File: src/bsrv_pkg.sv
// ============================================================================
// bsrv_pkg
// Shared types, sizes and codes for the bounded stack with removal by value.
// ============================================================================
package bsrv_pkg;

    // Stack geometry and field widths.
    localparam int DEPTH    = 4;
    localparam int ID_W     = 16;
    localparam int STATUS_W = 3;
    localparam int SPACE_W  = 3;
    localparam int FILL_W   = $clog2(DEPTH + 1);
    localparam int CNT_W    = $clog2(DEPTH);

    // Operation codes carried in the input item.
    typedef enum logic {
        OP_ARRIVE = 1'b0,
        OP_DEPART = 1'b1
    } op_t;

    // Result status codes.
    typedef enum logic [STATUS_W-1:0] {
        STAT_PUSHED    = 3'd0,
        STAT_FULL      = 3'd1,
        STAT_REMOVED   = 3'd2,
        STAT_EMPTY     = 3'd3,
        STAT_NOT_FOUND = 3'd4
    } status_t;

    // Controller states.
    typedef enum logic [1:0] {
        S_IDLE,
        S_SCAN,
        S_APPLY
    } state_t;

    // Input and result payloads.
    typedef struct packed {
        op_t             opcode;
        logic [ID_W-1:0] ident;
    } in_item_t;

    typedef struct packed {
        status_t              status;
        logic [SPACE_W-1:0]   space_left;
    } out_item_t;

    // Control broadcast from the controller to every cell.
    typedef struct packed {
        logic scan_clr;
        logic scan_en;
        logic apply;
        logic any_hit;
    } cell_ctrl_t;

    // Free space for a given fill count, reduced to the result field width.
    function automatic logic [SPACE_W-1:0] space_code(input logic [FILL_W-1:0] fill);
        int s;
        s = DEPTH - int'(fill);
        return SPACE_W'(s);
    endfunction

endpackage

File: src/bsrv_cell.sv
// ============================================================================
// bsrv_cell
// One stack slot: holds an identifier, compares it with the search key and
// passes a "match somewhere above" flag down to its lower neighbor.
// ============================================================================
module bsrv_cell
    import bsrv_pkg::*;
(
    input  logic            aclk,
    input  logic            aresetn,
    input  cell_ctrl_t      ctrl,
    input  logic            valid,
    input  logic [ID_W-1:0] key,
    input  logic            wr_en,
    input  logic [ID_W-1:0] wr_data,
    input  logic [ID_W-1:0] nb_data,
    input  logic            nb_above,
    input  logic            nb_match,
    output logic [ID_W-1:0] data,
    output logic            match,
    output logic            above
);

    logic [ID_W-1:0] entry_reg;
    logic            above_reg;

    // A live slot whose identifier equals the key is a match.
    assign match = valid && (entry_reg == key);
    assign data  = entry_reg;
    assign above = above_reg;

    // The above flag ripples one cell down per scan cycle.
    always_ff @(posedge aclk) begin
        if (!aresetn) begin
            above_reg <= 1'b0;
        end else if (ctrl.scan_clr) begin
            above_reg <= 1'b0;
        end else if (ctrl.scan_en) begin
            above_reg <= nb_above | nb_match;
        end
    end

    // A push writes this slot; a removal at or below this slot pulls the
    // entry from the slot above.
    always_ff @(posedge aclk) begin
        if (wr_en) begin
            entry_reg <= wr_data;
        end else if (ctrl.apply && ctrl.any_hit && !above_reg) begin
            entry_reg <= nb_data;
        end
    end

endmodule

File: src/bounded_stack_remove_by_value.sv
// ============================================================================
// bounded_stack_remove_by_value
// Bounded LIFO stack of identifiers with removal of the topmost match.
// ============================================================================
// Each transfer on the input channel yields exactly one result transfer. An
// arrive, or a depart on an empty stack, is finished in the cycle it is
// accepted. A depart on a non-empty stack starts the search in the cycle
// it is accepted, lets the match flag ripple down the row of cells one
// slot per cycle in S_SCAN, and in S_APPLY shifts the entries above the
// removed slot down and registers the result. Items are handled one at a
// time, and the next item is taken as soon as the result register is free
// or is being emptied in the same cycle.
module bounded_stack_remove_by_value
    import bsrv_pkg::*;
(
    input  logic      aclk,
    input  logic      aresetn,
    input  logic      s_valid,
    output logic      s_ready,
    input  in_item_t  s_item,
    output logic      m_valid,
    input  logic      m_ready,
    output out_item_t m_item
);

    state_t            state_reg, state_next;
    logic [CNT_W-1:0]  cnt_reg, cnt_next;
    logic [FILL_W-1:0] fill_reg, fill_next;
    logic [ID_W-1:0]   key_reg, key_next;
    logic              m_valid_reg, m_valid_next;
    out_item_t         m_item_reg, m_item_next;

    cell_ctrl_t        ctrl;
    logic              in_fire;
    logic              out_free;
    logic              full;
    logic              empty;
    logic              cnt_last;
    logic              push_ok;

    logic [ID_W-1:0]   cell_data  [DEPTH];
    logic              cell_match [DEPTH];
    logic              cell_above [DEPTH];

    assign out_free = !m_valid_reg || m_ready;
    assign in_fire  = s_valid && s_ready;
    assign full     = (fill_reg == FILL_W'(DEPTH));
    assign empty    = (fill_reg == '0);
    assign cnt_last = (cnt_reg == CNT_W'(DEPTH - 2));
    assign push_ok  = in_fire && (s_item.opcode == OP_ARRIVE) && !full;

    // Row of cells; the top cell sees an empty neighbor.
    for (genvar i = 0; i < DEPTH; i++) begin : g_cell
        logic [ID_W-1:0] nb_data;
        logic            nb_above;
        logic            nb_match;

        if (i == DEPTH - 1) begin : g_top
            assign nb_data  = '0;
            assign nb_above = 1'b0;
            assign nb_match = 1'b0;
        end else begin : g_mid
            assign nb_data  = cell_data[i+1];
            assign nb_above = cell_above[i+1];
            assign nb_match = cell_match[i+1];
        end

        bsrv_cell u_cell (
            .aclk     (aclk),
            .aresetn  (aresetn),
            .ctrl     (ctrl),
            .valid    (fill_reg > FILL_W'(i)),
            .key      (key_reg),
            .wr_en    (push_ok && (fill_reg == FILL_W'(i))),
            .wr_data  (s_item.ident),
            .nb_data  (nb_data),
            .nb_above (nb_above),
            .nb_match (nb_match),
            .data     (cell_data[i]),
            .match    (cell_match[i]),
            .above    (cell_above[i])
        );
    end

    // Next state.
    always_comb begin
        state_next = state_reg;
        unique case (state_reg)
            S_IDLE: begin
                if (in_fire && (s_item.opcode == OP_DEPART) && !empty) begin
                    state_next = S_SCAN;
                end
            end
            S_SCAN: begin
                if (cnt_last) begin
                    state_next = S_APPLY;
                end
            end
            S_APPLY: begin
                state_next = S_IDLE;
            end
            default: begin
                state_next = S_IDLE;
            end
        endcase
    end

    // Controller outputs.
    always_comb begin
        s_ready       = 1'b0;
        ctrl.scan_clr = 1'b0;
        ctrl.scan_en  = 1'b0;
        ctrl.apply    = 1'b0;
        // A match exists if the bottom cell matches or saw one above it.
        ctrl.any_hit  = cell_match[0] || cell_above[0];
        unique case (state_reg)
            S_IDLE: begin
                s_ready       = out_free;
                ctrl.scan_clr = 1'b1;
            end
            S_SCAN: begin
                ctrl.scan_en = 1'b1;
            end
            S_APPLY: begin
                ctrl.apply = 1'b1;
            end
            default: begin
                s_ready = 1'b0;
            end
        endcase
    end

    // Datapath: fill count, search key, scan counter and result register.
    always_comb begin
        fill_next    = fill_reg;
        key_next     = key_reg;
        cnt_next     = cnt_reg;
        m_valid_next = m_valid_reg && !m_ready;
        m_item_next  = m_item_reg;

        if (state_reg == S_IDLE) begin
            cnt_next = '0;
            key_next = s_item.ident;
            if (in_fire) begin
                if (s_item.opcode == OP_ARRIVE) begin
                    m_valid_next = 1'b1;
                    if (full) begin
                        m_item_next.status     = STAT_FULL;
                        m_item_next.space_left = space_code(fill_reg);
                    end else begin
                        fill_next              = fill_reg + FILL_W'(1);
                        m_item_next.status     = STAT_PUSHED;
                        m_item_next.space_left = space_code(fill_reg + FILL_W'(1));
                    end
                end else if (empty) begin
                    m_valid_next           = 1'b1;
                    m_item_next.status     = STAT_EMPTY;
                    m_item_next.space_left = space_code(fill_reg);
                end
            end
        end else if (state_reg == S_SCAN) begin
            cnt_next = cnt_reg + CNT_W'(1);
        end else if (state_reg == S_APPLY) begin
            m_valid_next = 1'b1;
            if (ctrl.any_hit) begin
                fill_next              = fill_reg - FILL_W'(1);
                m_item_next.status     = STAT_REMOVED;
                m_item_next.space_left = space_code(fill_reg - FILL_W'(1));
            end else begin
                m_item_next.status     = STAT_NOT_FOUND;
                m_item_next.space_left = space_code(fill_reg);
            end
        end
    end

    // Control registers.
    always_ff @(posedge aclk) begin
        if (!aresetn) begin
            state_reg   <= S_IDLE;
            cnt_reg     <= '0;
            fill_reg    <= '0;
            m_valid_reg <= 1'b0;
        end else begin
            state_reg   <= state_next;
            cnt_reg     <= cnt_next;
            fill_reg    <= fill_next;
            m_valid_reg <= m_valid_next;
        end
    end

    // Payload registers.
    always_ff @(posedge aclk) begin
        key_reg    <= key_next;
        m_item_reg <= m_item_next;
    end

    assign m_valid = m_valid_reg;
    assign m_item  = m_item_reg;

    // The result register is empty while a search is in flight.
    a_no_result_during_search: assert property (@(posedge aclk) disable iff (!aresetn)
        (state_reg == S_SCAN || state_reg == S_APPLY) |-> !m_valid_reg)
        else $error("result pending during a search");

    // The fill count never exceeds the stack depth.
    a_fill_bounded: assert property (@(posedge aclk) disable iff (!aresetn)
        fill_reg <= FILL_W'(DEPTH))
        else $error("fill count above depth");

    // The final search step always produces a result.
    a_apply_gives_result: assert property (@(posedge aclk) disable iff (!aresetn)
        (state_reg == S_APPLY) |=> m_valid_reg)
        else $error("search finished without a result");

    // An accepted push onto a stack with room grows it by one.
    a_push_grows: assert property (@(posedge aclk) disable iff (!aresetn)
        push_ok |=> (fill_reg == $past(fill_reg) + FILL_W'(1)))
        else $error("push did not grow the stack");

endmodule
File: config.mk
export PLATFORM = sky130hd
export DESIGN_NAME = bounded_stack_remove_by_value
export DESIGN_NICKNAME = d
export VERILOG_FILES = /design/src/bsrv_pkg.sv /design/src/bsrv_cell.sv /design/src/bounded_stack_remove_by_value.sv
export SDC_FILE = /design/constraint.sdc
export NUM_CORES = 1
export LEC_CHECK = 0
export BUFFER_PORTS_ARGS = -buffer_cell sky130_fd_sc_hd__buf_2
export CAP_MARGIN = 0
export CORE_MARGIN = 1
export CORE_UTILIZATION = 55
export DETAILED_ROUTE_END_ITERATION = 10
export PLACE_DENSITY = 0.73
export SLEW_MARGIN = 20
export SYNTH_ARGS = -nofsm -noshare
export SYNTH_HDL_FRONTEND = slang
export SYNTH_SLANG_ARGS = --single-unit
File: constraint.sdc
create_clock -name aclk -period 5.1 [get_ports aclk]
set_input_delay 0.255 -clock aclk [delete_from_list [all_inputs] [get_ports aclk]]
set_output_delay 0.255 -clock aclk [all_outputs]
set_load 0.03 [all_outputs]
======== Yosys cells after proc, flatten, opt, wreduce, memory -nomap -nowiden ========
Index checks and enable logic that the tools add are counted.
word-level totals
  output and inout port bits .............. 8
  register bits after elaboration ......... 97
  logic and storage cells ................. 122
  bits of input ports ..................... 21
operators by class
  bitwise operators ....................... 4
  eq/ne operators ......................... 18
  reduce and logical (&&, ||, !) cells .... 40
  order comparisons ....................... 4
  add/subtract/negate cells ............... 6
  multiplexer cells ....................... 36
operator list
  operator                                              number
  2-to-1 mux 16 bit                                     8
  equality test 16 bit                                  4
  2-to-1 mux 6 bit                                      7
  2-to-1 mux 3 bit                                      7
  logical AND 1 bit                                     18
  != test 2 bit (second input constant)                 6
  nonzero test 2 bit                                    6
  2-to-1 mux 1 bit                                      10
  subtractor 3 bit (first input constant)               3
  logical NOT 1 bit                                     7
  equality test 3 x 2 -> 1 bit (second input constant)  2
  > comparator 3 x 1 -> 1 bit (second input constant)   2
  > comparator 3 x 2 -> 1 bit (second input constant)   2
  AND reduction 6 bit                                   1
  equality test 2 bit (second input constant)           2
  2-to-1 mux 2 bit                                      2
  2-to-1 mux 4 bit                                      1
  case mux 2 bit (2 select lines)                       1
  AND reduction 4 bit                                   1
  OR reduction 2 bit                                    2
  adder 3 x 1 -> 3 bit (second input constant)          1
  equality test 3 x 1 -> 1 bit (second input constant)  1
  equality test 3 bit (second input constant)           1
  logical NOT 3 bit                                     1
  9 further kinds                                       12

======== Longest topological paths before layout ========
Gate-level depths: netlist of the first run.
  word-level depth ........................ 8
  gate-level depth with buffers ........... 10
  gate-level depth less buffers ........... 9

======== Hierarchy ========
A second synthesis of the first run with hierarchy kept.
second synthesis, totals
  cells, all modules ...................... 367
  area total of the unflattened synthesis .. 5031.1 µm²
by module, submodules not included
  module                         cells each  seq. area each (µm²)  area an instance (µm²)  times used
  bsrv_cell                      63          500.5                 903.4                   4
  bounded_stack_remove_by_value  115         820.8                 1417.6                  1

======== Worst setup path after synthesis of the first run ========
Ideal clock, no wire load.
  path type ............................... reg2reg
  start ................................... register fill_reg[0]
  end ..................................... register g_cell[0].u_cell.entry_reg[0], enable pin
  stages on the path, launching flop included .. 7
  period minus slack after synthesis ...... 3.060 ns
  arrival ................................. 2.646 ns
  library setup time ...................... 0.414 ns
  setup slack ............................. 2.040 ns
  path through ............................ dfxtp_1 -> inv_1 -> ha_1 -> ha_1 -> nor3b_2 -> nand2_1 -> o31ai_1
between the ends
  longest elaborated chain between the ends .. 6
  elaborated cells between the ends (all ways) .. 11
RTL lines
  element                           line                                  RTL
  from (decl)                       bounded_stack_remove_by_value.sv:28   logic [FILL_W-1:0] fill_reg, fill_next;
  from (signal assigned)            bounded_stack_remove_by_value.sv:186  fill_reg <= fill_next;
  > comparator 3 x 1 -> 1 bit       bounded_stack_remove_by_value.sv:72   .valid (fill_reg > FILL_W'(i)),
  logical AND 1 bit                 bsrv_cell.sv:28                       assign match = valid && (entry_reg == key);
  logical OR 1 bit                  bounded_stack_remove_by_value.sv:115  ctrl.any_hit = cell_match[0] || cell_above[0];
  logical AND 1 bit (2 in a row)    bsrv_cell.sv:48                       end else if (ctrl.apply && ctrl.any_hit && !above_reg) begin
  nonzero test 2 bit (no line) (*)  -
  to (signal assigned)              bsrv_cell.sv:47                       entry_reg <= wr_data;
  to (signal assigned)              bsrv_cell.sv:49                       entry_reg <= nb_data;
  to (decl)                         bsrv_cell.sv:24                       logic [ID_W-1:0] entry_reg;
Mark *: on every way between the ends. The rest lies on a longest branch, timed or not.
A chain may end at the register's enable or synchronous reset.

======== Worst setup path in the final report of the first run ========
  start ................................... register fill_reg[0]
  end ..................................... register g_cell[1].u_cell.entry_reg[12], enable pin
between the ends
  longest elaborated chain between the ends .. 6
  elaborated cells between the ends (all ways) .. 11
RTL lines
  element                           line
  > comparator 3 x 1 -> 1 bit       bounded_stack_remove_by_value.sv:72
  logical AND 1 bit                 bsrv_cell.sv:28
  logical OR 1 bit                  bounded_stack_remove_by_value.sv:115
  logical AND 1 bit (2 in a row)    bsrv_cell.sv:48
  nonzero test 2 bit (no line) (*)  -
  to (signal assigned)              bsrv_cell.sv:47
  to (signal assigned)              bsrv_cell.sv:49
  to (decl)                         bsrv_cell.sv:24
Marks and branches as above.

==> results.md, run 1 <==
- Crit path top cell by count: ha_1
- 1st-iter DRT viols: 255
- Largest net degree at the start of global routing: 23
- Gr ovfl total: 0
- Num ports: 29
- Synth Register Bits: 97
- Post-synthesis cell type count: 45
- Netlist Area Pre-Place: 0.004861 sq mm
- Final Core Density: 0.6322
- Max-slew violations: 0
- Initial antenna violation count: 0
- PostCTS Resize Cnt: 0
- Setup TNS: 0 ns
- Mapped Nets: 390
- Crit-path max FO: 22
- FP Rows: 33
- CP peak stage delay: 0.74 ns
- Switching share of power: 0.2440
- Number of diodes: 0
- Antenna Nets Post-Route: 0
- Cell taking the most area after synthesis: edfxtp_1
- Syn avg cell area: 13.54 sq um
- Hold Path Class: primary input to register
- Post-CTS setup repair buffer count: 0
- Crit path required time: 5.08 ns
- Number of flops mapped to enable cells by yosys: 86
- Synthesis Warnings: 0
- TritonRoute pass-1 iters: 5
- PortBufs: 28
- Layout cells sized above 1: 0.2628
- Fillcell total: 644
- Synth Flop Type: edfxtp_1
- Reported max-cap violation count: 0
- Crit Path Category: register to register
- Final Hold Viols: 0
- Total routing usage reported by global routing: 0.2397
- Max FFs per register: 64
- Layout area overhead: 9.009%
- CTS tree: built
- Final setup vio count: 0
- Residual DRC: 0
- Top cells by area, synth: edfxtp_1 53%, mux2_2 11%, xor2_1 6.5%
- Hold slack: 0.1276 ns
- GPL Wtd Cong: 0.8334
- Post-CTS Hold Buffers: 0
- CTS root buf: clkbuf_8
- Die X: 96.01 um
- Critical-path top delay cell: and3_1
- CP top delay family: simple AND/OR/NAND/NOR gates
- Placed inst area: 0.005081 sq mm
- Slew headroom: 0.4073
- Area share of the largest cell type after synthesis: 0.5313
- Unrepaired setup endpoints after global routing: false
- Clk pin slew, worst setup/hold paths: 0.09 ns
- Num CTS Buffers: 9
- First-pass GRT wire length: 15460 um
- Min Clock Period, post-route: 3.493 ns
- Worst setup EP type: register
- Routed len/inst: 20.06 um
- Starting density of the core: 0.5799
- Post-route cell area: 0.005299 sq mm
- Die height: 96.01 um
- Worst Path Buf+Inv: 1
- Multi-input logic area: 0.001969 sq mm
- Crit path cell chain: inv_1, ha_1, ha_1, nor2_1, and4b_4, and3_1, o21bai_2
- P_int: 0.001249 W
- Clk_skew: 0.01144 ns
- Vias in the first global route: 2788
- Nets: 418
- CTS sink count: 97
- Max Freq: 286.3 MHz
- Crit share post-route: 0.6849
- Actual slew at the worst max-slew pin: 0.8885 ns
- Leak Pwr: 1.915 nW
- NetSw: 0.0004031 W
- Die area: 0.009218 sq mm
- WL final: 9970 um
- Status: finished clean
- Power per cell area: 311.8 mW/mm^2
- VDD IR max: 0.1658 mV
- CTS HTree Levels: 3
- Dpl hpwl: 7149 um
- Core Area: 0.008382 sq mm
- Ys async rst share: 0
- Sequential share of power: 0.561
- Arr. time, crit path: 3.48 ns
- Clock latency on the worst-skew pair: 0.36 ns
- Via-to-Cell Ratio: 5.829
- Total vias in the final route: 2897
- Comb power frac: 0.111
- Sequential cell area: 0.002803 sq mm
- Gate Count Post-Synth: 359
- Clock power share: 0.327
- Register area share after synthesis: 0.5766
- Startpoint type of the worst setup path: register
- Max clock buf depth: 2
==> synthesized netlist by cell type, types with 3 or more instances <==
| cell | number |
|---|---|
| a31oi_1 | 3 |
| xnor2_1 | 34 |
| nand4_1 | 6 |
| nor4_1 | 8 |
| mux2_2 | 47 |
| nand2b_1 | 4 |
| and3_1 | 19 |
| a21oi_2 | 3 |
| xor2_1 | 36 |
| inv_1 | 4 |
| nand2_1 | 10 |
| nor2_1 | 22 |
| a21oi_1 | 9 |
| edfxtp_1 | 86 |
| dfxtp_1 | 11 |
| nand3_1 | 3 |
| o31ai_1 | 3 |
| ha_1 | 10 |
| clkbuf_1 | 6 |
| buf_2 | 3 |
==> final timing paths <==
kind | from | cells after the start | slack, ns | end
hold reg to reg | cnt_reg[1] | 2 | 0.50 | cnt_reg[1]
hold / removal | s_item[3] | 1 | 0.13 | key_reg[3]
setup / recovery | fill_reg[0] | 7 | 1.61 | g_cell[1].u_cell.data[12]
setup reg to reg | fill_reg[0] | 7 | 1.61 | g_cell[1].u_cell.data[12]
==> final cells by class <==
type	instances	share of cell area
Clock buffer	9	0.02338
Clock inverter	7	0.01771
Inverter	6	0.004250
Multi-Input combinational cell	243	0.3717
Sequential cell	97	0.5289
Tap cell	105	0.02479
Timing Repair Buffer	30	0.02928
==> power groups by stage <==
stage	clock network [W]	logic [W]	registers, W
final	0.000541	0.000184	0.000927
after global routing	0.000577	0.000200	0.000932
after CTS	0.000552	0.000184	0.000928
after detailed placement	0	0.000183	0.000946
after global placement	0	0.000181	0.000944
after floorplan	0	0.000117	0.000950
==> cells by family (layout without fill, tap and decap cells) <==
| group | Yosys count | count (layout) | share of synthesized area |
|---|---|---|---|
| AND/OR/NAND/NOR | 87 | 87 | 0.1009 |
| AO/OA/AOI/OAI | 27 | 27 | 0.03630 |
| buffers and inverters | 19 | 52 | 0.02007 |
| flip-flops | 97 | 97 | 0.5766 |
| adder cells (fa/ha/maj) | 10 | 10 | 0.02574 |
| multiplexers | 49 | 49 | 0.1143 |
| XOR/XNOR | 70 | 70 | 0.1261 |
==> routing by layer <==
metal / vias up / part of all wire / GRT usage
met5: - / 0 / 0
met4: 0 / 0.015 / 0.08458
met3: 8 / 0.058 / 0.03476
met2: 83 / 0.46 / 0.3617
met1: 1432 / 0.47 / 0.3542
li1: 1374 / - / -
==> metrics by stage <==
stage	setup WS [ns]	std cells	total power (W)
finish	1.607	497	0.001652
global route	1.454	497	0.001708
global placement	1.800	481	0.001125
CTS	1.644	497	0.001664
detailed placement	1.653	481	0.001129
floorplan	2.040	359	0.001068
==> cells in the final DEF, fill, tap and decap left out, types with 2 or more instances in the layout <==
cell type	n
clkinv_4	2
nand4b_1	2
bufinv_16	2
dfxtp_1	11
a21oi_1	9
nand3_1	3
buf_4	2
clkbuf_8	9
buf_2	28
nand4_1	6
xor2_1	36
edfxtp_1	86
a21oi_2	3
clkinv_1	3
nand2_1	10
o21ai_0	2
ha_1	10
inv_1	4
mux2_2	47
xnor2_1	34
nand2b_1	4
o31ai_1	2
nor2_1	22
nor3_1	2
a31oi_1	3
and3_1	19
nor4_1	8
or2_1	2
==> worst register-to-register path, stage by stage, from the launching register on <==
cell and delay, ns:
dfxtp_1 0.49, inv_1 0.18, ha_1 0.26, ha_1 0.19
nor2_1 0.27, and4b_4 0.47, and3_1 0.75, o21bai_2 0.52
Power figures use the tool's default switching activity.
==> run 2, diff against run 1 <==
==> constraint.sdc (replaced) <==
create_clock -name aclk -period 3.35 [get_ports aclk]
set_input_delay 0.1675 -clock aclk [delete_from_list [all_inputs] [get_ports aclk]]
set_output_delay 0.1675 -clock aclk [all_outputs]
set_load 0.03 [all_outputs]
==> run 2 against run 1 <==
Via count rose by 2.0%. Highest routed layer unchanged. Utilization grew 0.64 points. Power up 49%. Design area up 1.0%. Sequential share of layout area shrank 0.53 points. First-iteration DRC count shrank 46%. Sequential power rose by 52%. Wire length increased by 8.5%. Combinational power increased by 57%. Register-to-register slack worse by 1.3 ns.
==> results.md, run 2 (synthesized netlist as in run 1, its figures left out) <==
- Final worst slack: 0.3120 ns (was 1.607 ns)
- Clk_skew: 0.007348 ns (was 0.01144 ns)
- Crit Path Category: register to register (unchanged)
- Critical path depth: 7 (unchanged)
- Via-to-Cell Ratio: 5.861 (was 5.829)
- Power per cell area: 461.2 mW/mm^2 (was 311.8 mW/mm^2)
- Placed instance count: 488 (was 481)
- Total routing usage reported by global routing: 0.2560 (was 0.2397)
- Vias in the first global route: 3000 (was 2788)
- Status: finished clean (unchanged)
- Clk pin slew, worst setup/hold paths: 0.10 ns (was 0.09 ns)
- Post-CTS setup repair buffer count: 0 (unchanged)
- Commonest non-fill, non-tap cell in the layout: edfxtp_1 (unchanged)
- CTS sink count: 97 (unchanged)
- TritonRoute pass-1 iters: 5 (unchanged)
- CTS root buf: clkbuf_8 (unchanged)
- Min Clock Period, post-route: 3.038 ns (was 3.493 ns)
- Pre-CTS WS: 0.3198 ns (was 1.653 ns)
- Leak Pwr: 1.939 nW (was 1.915 nW)
- Hold Crit Depth: 1 (unchanged)
- Core Area: 0.008382 sq mm (unchanged)
- Residual DRC: 0 (unchanged)
- Hold Path Class: primary input to register (unchanged)
- Antenna Nets Post-Route: 0 (unchanged)
- Arr. time, crit path: 3.03 ns (was 3.48 ns)
- Worst Path Buf+Inv: 1 (unchanged)
- Nets: 425 (was 418)
- Post-CTS Hold Buffers: 0 (unchanged)
- Dpl hpwl: 7625 um (was 7149 um)
- Number of diodes: 0 (unchanged)
- Die area: 0.009218 sq mm (unchanged)
- Final Core Density: 0.6386 (was 0.6322)
- Setup TNS: 0 ns (unchanged)
- Reg2reg path depth: 7 (unchanged)
- Initial antenna violation count: 0 (unchanged)
- Clock latency on the worst-skew pair: 0.37 ns (was 0.36 ns)
- Routed len/inst: 21.46 um (was 20.06 um)
- Startpoint type of the worst setup path: register (unchanged)
- PostCTS Resize Cnt: 0 (unchanged)
- Final std cells w/o fill: 504 (was 497)
- Starting density of the core: 0.5799 (unchanged)
- Num CTS Buffers: 9 (unchanged)
- CTS tree: built (unchanged)
- Max FFs per register: 64 (unchanged)
- GPL Wtd Cong: 0.8358 (was 0.8334)
- Total vias in the final route: 2954 (was 2897)
- Crit path required time: 3.34 ns (was 5.08 ns)
- Final Hold Viols: 0 (unchanged)
- Die X: 96.01 um (unchanged)
- Layout cells sized above 1: 0.2757 (was 0.2628)
- CP peak stage delay: 0.75 ns (was 0.74 ns)
- Unrepaired setup endpoints after global routing: false (unchanged)
- Hold slack: 0.02517 ns (was 0.1276 ns)
- Crit share post-route: 0.9069 (was 0.6849)
- CTS HTree Levels: 3 (unchanged)
- Final setup vio count: 0 (unchanged)
- FP Rows: 33 (unchanged)
- Critical-path top delay cell: o21bai_2 (was and3_1)
- CP top delay family: compound AO/OA/AOI/OAI gates (was simple AND/OR/NAND/NOR gates)
- Max clock buf depth: 2 (unchanged)
- 1st-iter DRT viols: 138 (was 255)
- Layout area overhead: 10.12% (was 9.009%)
- Crit path top cell by count: ha_1 (unchanged)
- VDD IR max: 0.2782 mV (was 0.1658 mV)
- Crit-path max FO: 16 (was 22)
- Largest net degree at the start of global routing: 19 (was 23)
- Max-slew violations: 0 (unchanged)
- Gr ovfl total: 0 (unchanged)
- Die height: 96.01 um (unchanged)
- Num ports: 29 (unchanged)
- Actual slew at the worst max-slew pin: 0.9491 ns (was 0.8885 ns)
- WL final: 10820 um (was 9970 um)
- Max Freq: 329.2 MHz (was 286.3 MHz)
- Worst setup EP type: register (unchanged)
- PortBufs: 28 (unchanged)
- Most frequent cells in the layout: 86 x edfxtp_1, 47 x mux2_2, 36 x xor2_1 (unchanged)
- Crit path cell chain: inv_1, ha_1, ha_1, nor3b_2, a21oi_2, or2_1, o21bai_2 (was inv_1, ha_1, ha_1, nor2_1, and4b_4, and3_1, o21bai_2)
- First-pass GRT wire length: 16570 um (was 15460 um)
- Slew headroom: 0.3668 (was 0.4073)
- Reported max-cap violation count: 0 (unchanged)
[run 2: where the power goes]
part,switching (W),internal (W)
registers,0.0000462,0.00137
clock network,0.000424,0.000344
logic,0.000169,0.000119
total,0.000640,0.00183
[run 2: routing by layer]
| layer | part of all wire | vias to the layer above | global-route usage | routed length [um] |
|---|---|---|---|---|
| met1 | 0.45 | 1469 | 0.3498 | 4827 |
| met4 | 0.013 | 0 | 0.06095 | 146 |
| li1 | - | 1387 | - | - |
| met5 | 0 | - | 0 | 0 |
| met3 | 0.050 | 15 | 0.05292 | 546 |
| met2 | 0.49 | 83 | 0.4196 | 5297 |
[run 2: path summary, 6_finish.rpt]
| check | start | slack [ns] | end |
|---|---|---|---|
| worst max-delay path | fill_reg[0] | 0.31 | g_cell[1].u_cell.data[12] |
| worst min-delay path | s_item[2] | 0.03 | key_reg[2] |
| worst max register to register | fill_reg[0] | 0.31 | g_cell[1].u_cell.data[12] |
| worst min register to register | cnt_reg[1] | 0.51 | cnt_reg[1] |
[run 2: stage by stage]
step	instance area [sq um]	power (W)
after floorplan	4861	0.001625
after global placement	5159	0.001720
after detailed placement	5159	0.001728
after CTS	5353	0.002475
after global routing	5353	0.002549
final	5353	0.002469
[run 2: final cells by class]
cell class	instances	area [sq um]
Fill cell	663	3029
Sequential cell	97	2803
Multi-Input combinational cell	243	1969
Timing Repair Buffer	37	232.7
Tap cell	105	131.4
Clock buffer	9	123.9
Clock inverter	7	70.07
Inverter	6	22.52
[run 2: worst reg2reg max path: stages (launching register included)]
cell	delay, ns
dfxtp_1	0.49
inv_1	0.20
ha_1	0.26
ha_1	0.25
nor3b_2	0.28
a21oi_2	0.15
or2_1	0.30
o21bai_2	0.75
==> run 3, diff against run 2 <==
--- a/config.mk
+++ b/config.mk
@@ -9,6 +9,7 @@
 export CAP_MARGIN = 0
 export CORE_MARGIN = 1
 export CORE_UTILIZATION = 55
+export CTS_BUF_LIST = sky130_fd_sc_hd__clkbuf_4
 export DETAILED_ROUTE_END_ITERATION = 10
 export PLACE_DENSITY = 0.73
 export SLEW_MARGIN = 20
==> run 3 against run 2 <==
Power decreased by 5.1%. Wire length increased by 0.72%. Largest power group unchanged. First-iteration DRC count rose by 35%. Sequential share of layout area fell by 1.1 points.
==> results.md, run 3 (synthesized netlist as in run 1, its figures left out) <==
- Crit share post-route: 0.9229 (was 0.9069)
- Post-CTS setup repair buffer count: 0 (unchanged)
- CTS sink count: 97 (unchanged)
- Slew headroom: 0.3585 (was 0.3668)
- Clock latency on the worst-skew pair: 0.44 ns (was 0.37 ns)
- Hold path start: m_ready (was s_item[2])
- Die height: 96.01 um (unchanged)
- FF-to-FF setup slack: 0.26 ns (was 0.31 ns)
- Hold Path Class: primary input to register (unchanged)
- Max FFs per register: 64 (unchanged)
- PortBufs: 28 (unchanged)
- Final setup vio count: 0 (unchanged)
- Number of diodes: 0 (unchanged)
- Startpoint type of the worst setup path: register (unchanged)
- Die area: 0.009218 sq mm (unchanged)
- Leak Pwr: 1.987 nW (was 1.939 nW)
- Fillcell total: 657 (was 663)
- Nets: 442 (was 425)
- Clk pin slew, worst setup/hold paths: 0.15 ns (was 0.10 ns)
- VDD IR max: 0.2246 mV (was 0.2782 mV)
- Multi-input logic area: 0.001969 sq mm (unchanged)
- Sequential cell area: 0.002803 sq mm (unchanged)
- Power per cell area: 428.8 mW/mm^2 (was 461.2 mW/mm^2)
- FP Rows: 33 (unchanged)
- Layout cells sized above 1: 0.2644 (was 0.2757)
- Min Clock Period, post-route: 3.092 ns (was 3.038 ns)
- Worst R2R End: g_cell[0].u_cell.data[8] (was g_cell[1].u_cell.data[12])
- Dpl hpwl: 7625 um (unchanged)
- Most frequent cells in the layout: 86 x edfxtp_1, 47 x mux2_2, 36 x xor2_1 (unchanged)
- Clk_skew: 0.01638 ns (was 0.007348 ns)
- Vias in the first global route: 3113 (was 3000)
- Crit-path max FO: 17 (was 16)
- First-pass GRT wire length: 16870 um (was 16570 um)
- Setup TNS: 0 ns (unchanged)
- WL final: 10900 um (was 10820 um)
- Reg2reg start: fill_reg[0] (unchanged)
- Antenna Nets Post-Route: 0 (unchanged)
- Via-to-Cell Ratio: 5.777 (was 5.861)
- Num CTS Buffers: 9 (unchanged)
- Crit path required time: 3.49 ns (was 3.34 ns)
- Total vias in the final route: 3010 (was 2954)
- Final Hold Viols: 0 (unchanged)
- Num ports: 29 (unchanged)
- Actual slew at the worst max-slew pin: 0.9615 ns (was 0.9491 ns)
- Starting density of the core: 0.5799 (unchanged)
- Worst setup EP type: register (unchanged)
- Residual DRC: 0 (unchanged)
- Core Area: 0.008382 sq mm (unchanged)
- Layout area overhead: 12.46% (was 10.12%)
- Hold Crit Depth: 4 (was 1)
- Post-CTS Hold Buffers: 17 (was 0)
- Status: finished clean (unchanged)
- GPL Wtd Cong: 0.8358 (unchanged)
- 1st-iter DRT viols: 186 (was 138)
- Final worst slack: 0.2584 ns (was 0.3120 ns)
- Total routing usage reported by global routing: 0.2579 (was 0.2560)
- PostCTS Resize Cnt: 0 (unchanged)
- Max Freq: 323.5 MHz (was 329.2 MHz)
- CTS tree: built (unchanged)
- Reg2reg path depth: 9 (was 7)
- Gr ovfl total: 0 (unchanged)
- Reported max-cap violation count: 0 (unchanged)
- CTS root buf: clkbuf_4 (was clkbuf_8)
- Arr. time, crit path: 3.23 ns (was 3.03 ns)
- Largest net degree at the start of global routing: 19 (unchanged)
- Initial antenna violation count: 0 (unchanged)
- TritonRoute pass-1 iters: 4 (was 5)
- Routed len/inst: 20.91 um (was 21.46 um)
- Die X: 96.01 um (unchanged)
- Max clock buf depth: 2 (unchanged)
- Pre-CTS WS: 0.3198 ns (unchanged)
- Unrepaired setup endpoints after global routing: false (unchanged)
- Crit Path Category: register to register (unchanged)
- CTS HTree Levels: 3 (unchanged)
- Max-slew violations: 0 (unchanged)
- Min-Delay Endpoint: m_valid (was key_reg[2])
- Commonest non-fill, non-tap cell in the layout: edfxtp_1 (unchanged)
run 3: changes by cell type in the layout (fill, tap and decap cells not counted):
cell,previous run,this run
clkbuf_8,9,0
dlygate4sd3_1,0,17
clkbuf_4,0,9
run 3: worst max-delay path, stage by stage, from the launching register on:
cell and delay, ns:
dfxtp_1 0.51, inv_1 0.20, ha_1 0.27, ha_1 0.19
nor2_1 0.27, and4b_4 0.40, buf_4 0.21, nand2_2 0.30
o31ai_2 0.14, buf_4 0.29
run 3: metal layers:
layer | share of wire | GRT usage | up-vias
met5 | 0 | 0 | -
met4 | 0.011 | 0.06716 | 0
met3 | 0.064 | 0.03870 | 11
met2 | 0.49 | 0.4297 | 84
met1 | 0.44 | 0.3533 | 1490
li1 | - | - | 1425
run 3: report_power, final:
group	switching, W	internal (W)	total [W]
clock	0.000402	0.000227	0.000629
sequential	0.0000461	0.00137	0.00141
combinational	0.000171	0.000132	0.000303
run 3: area by class of cell:
class | count | share of cell area
flip-flops and latches | 97 | 0.5127
clock inverters | 7 | 0.01282
repair buffers | 54 | 0.07370
inverters | 6 | 0.004120
multi-input cells | 243 | 0.3603
clock buffers | 9 | 0.01236
well taps | 105 | 0.02403
run 3: worst max-delay path by stage:
stage           startpoint                        end  depth (start not counted)
3_3_place_gp   fill_reg[0]   g_cell[0].u_cell.data[6]                          9
6_report       fill_reg[0]   g_cell[0].u_cell.data[8]                          9
5_1_grt        fill_reg[0]  g_cell[1].u_cell.data[10]                          7
2_1_floorplan  fill_reg[0]   g_cell[0].u_cell.data[0]                          6
3_5_place_dp   fill_reg[0]   g_cell[1].u_cell.data[6]                          7
4_1_cts        fill_reg[0]   g_cell[1].u_cell.data[7]                          7
run 3: per-stage QoR:
step	hold WS [ns]	cells	util	total power, W	area [sq um]
2_1_floorplan	0.2664	359	-	0.001625	4861
6_report	0.03034	521	0.6522	0.002344	5466
3_3_place_gp	0.3987	488	0.6155	0.001720	5159
3_5_place_dp	0.3973	488	0.6155	0.001728	5159
5_1_grt	0.03134	521	0.6522	0.002430	5466
4_1_cts	0.01375	521	0.6522	0.002357	5466
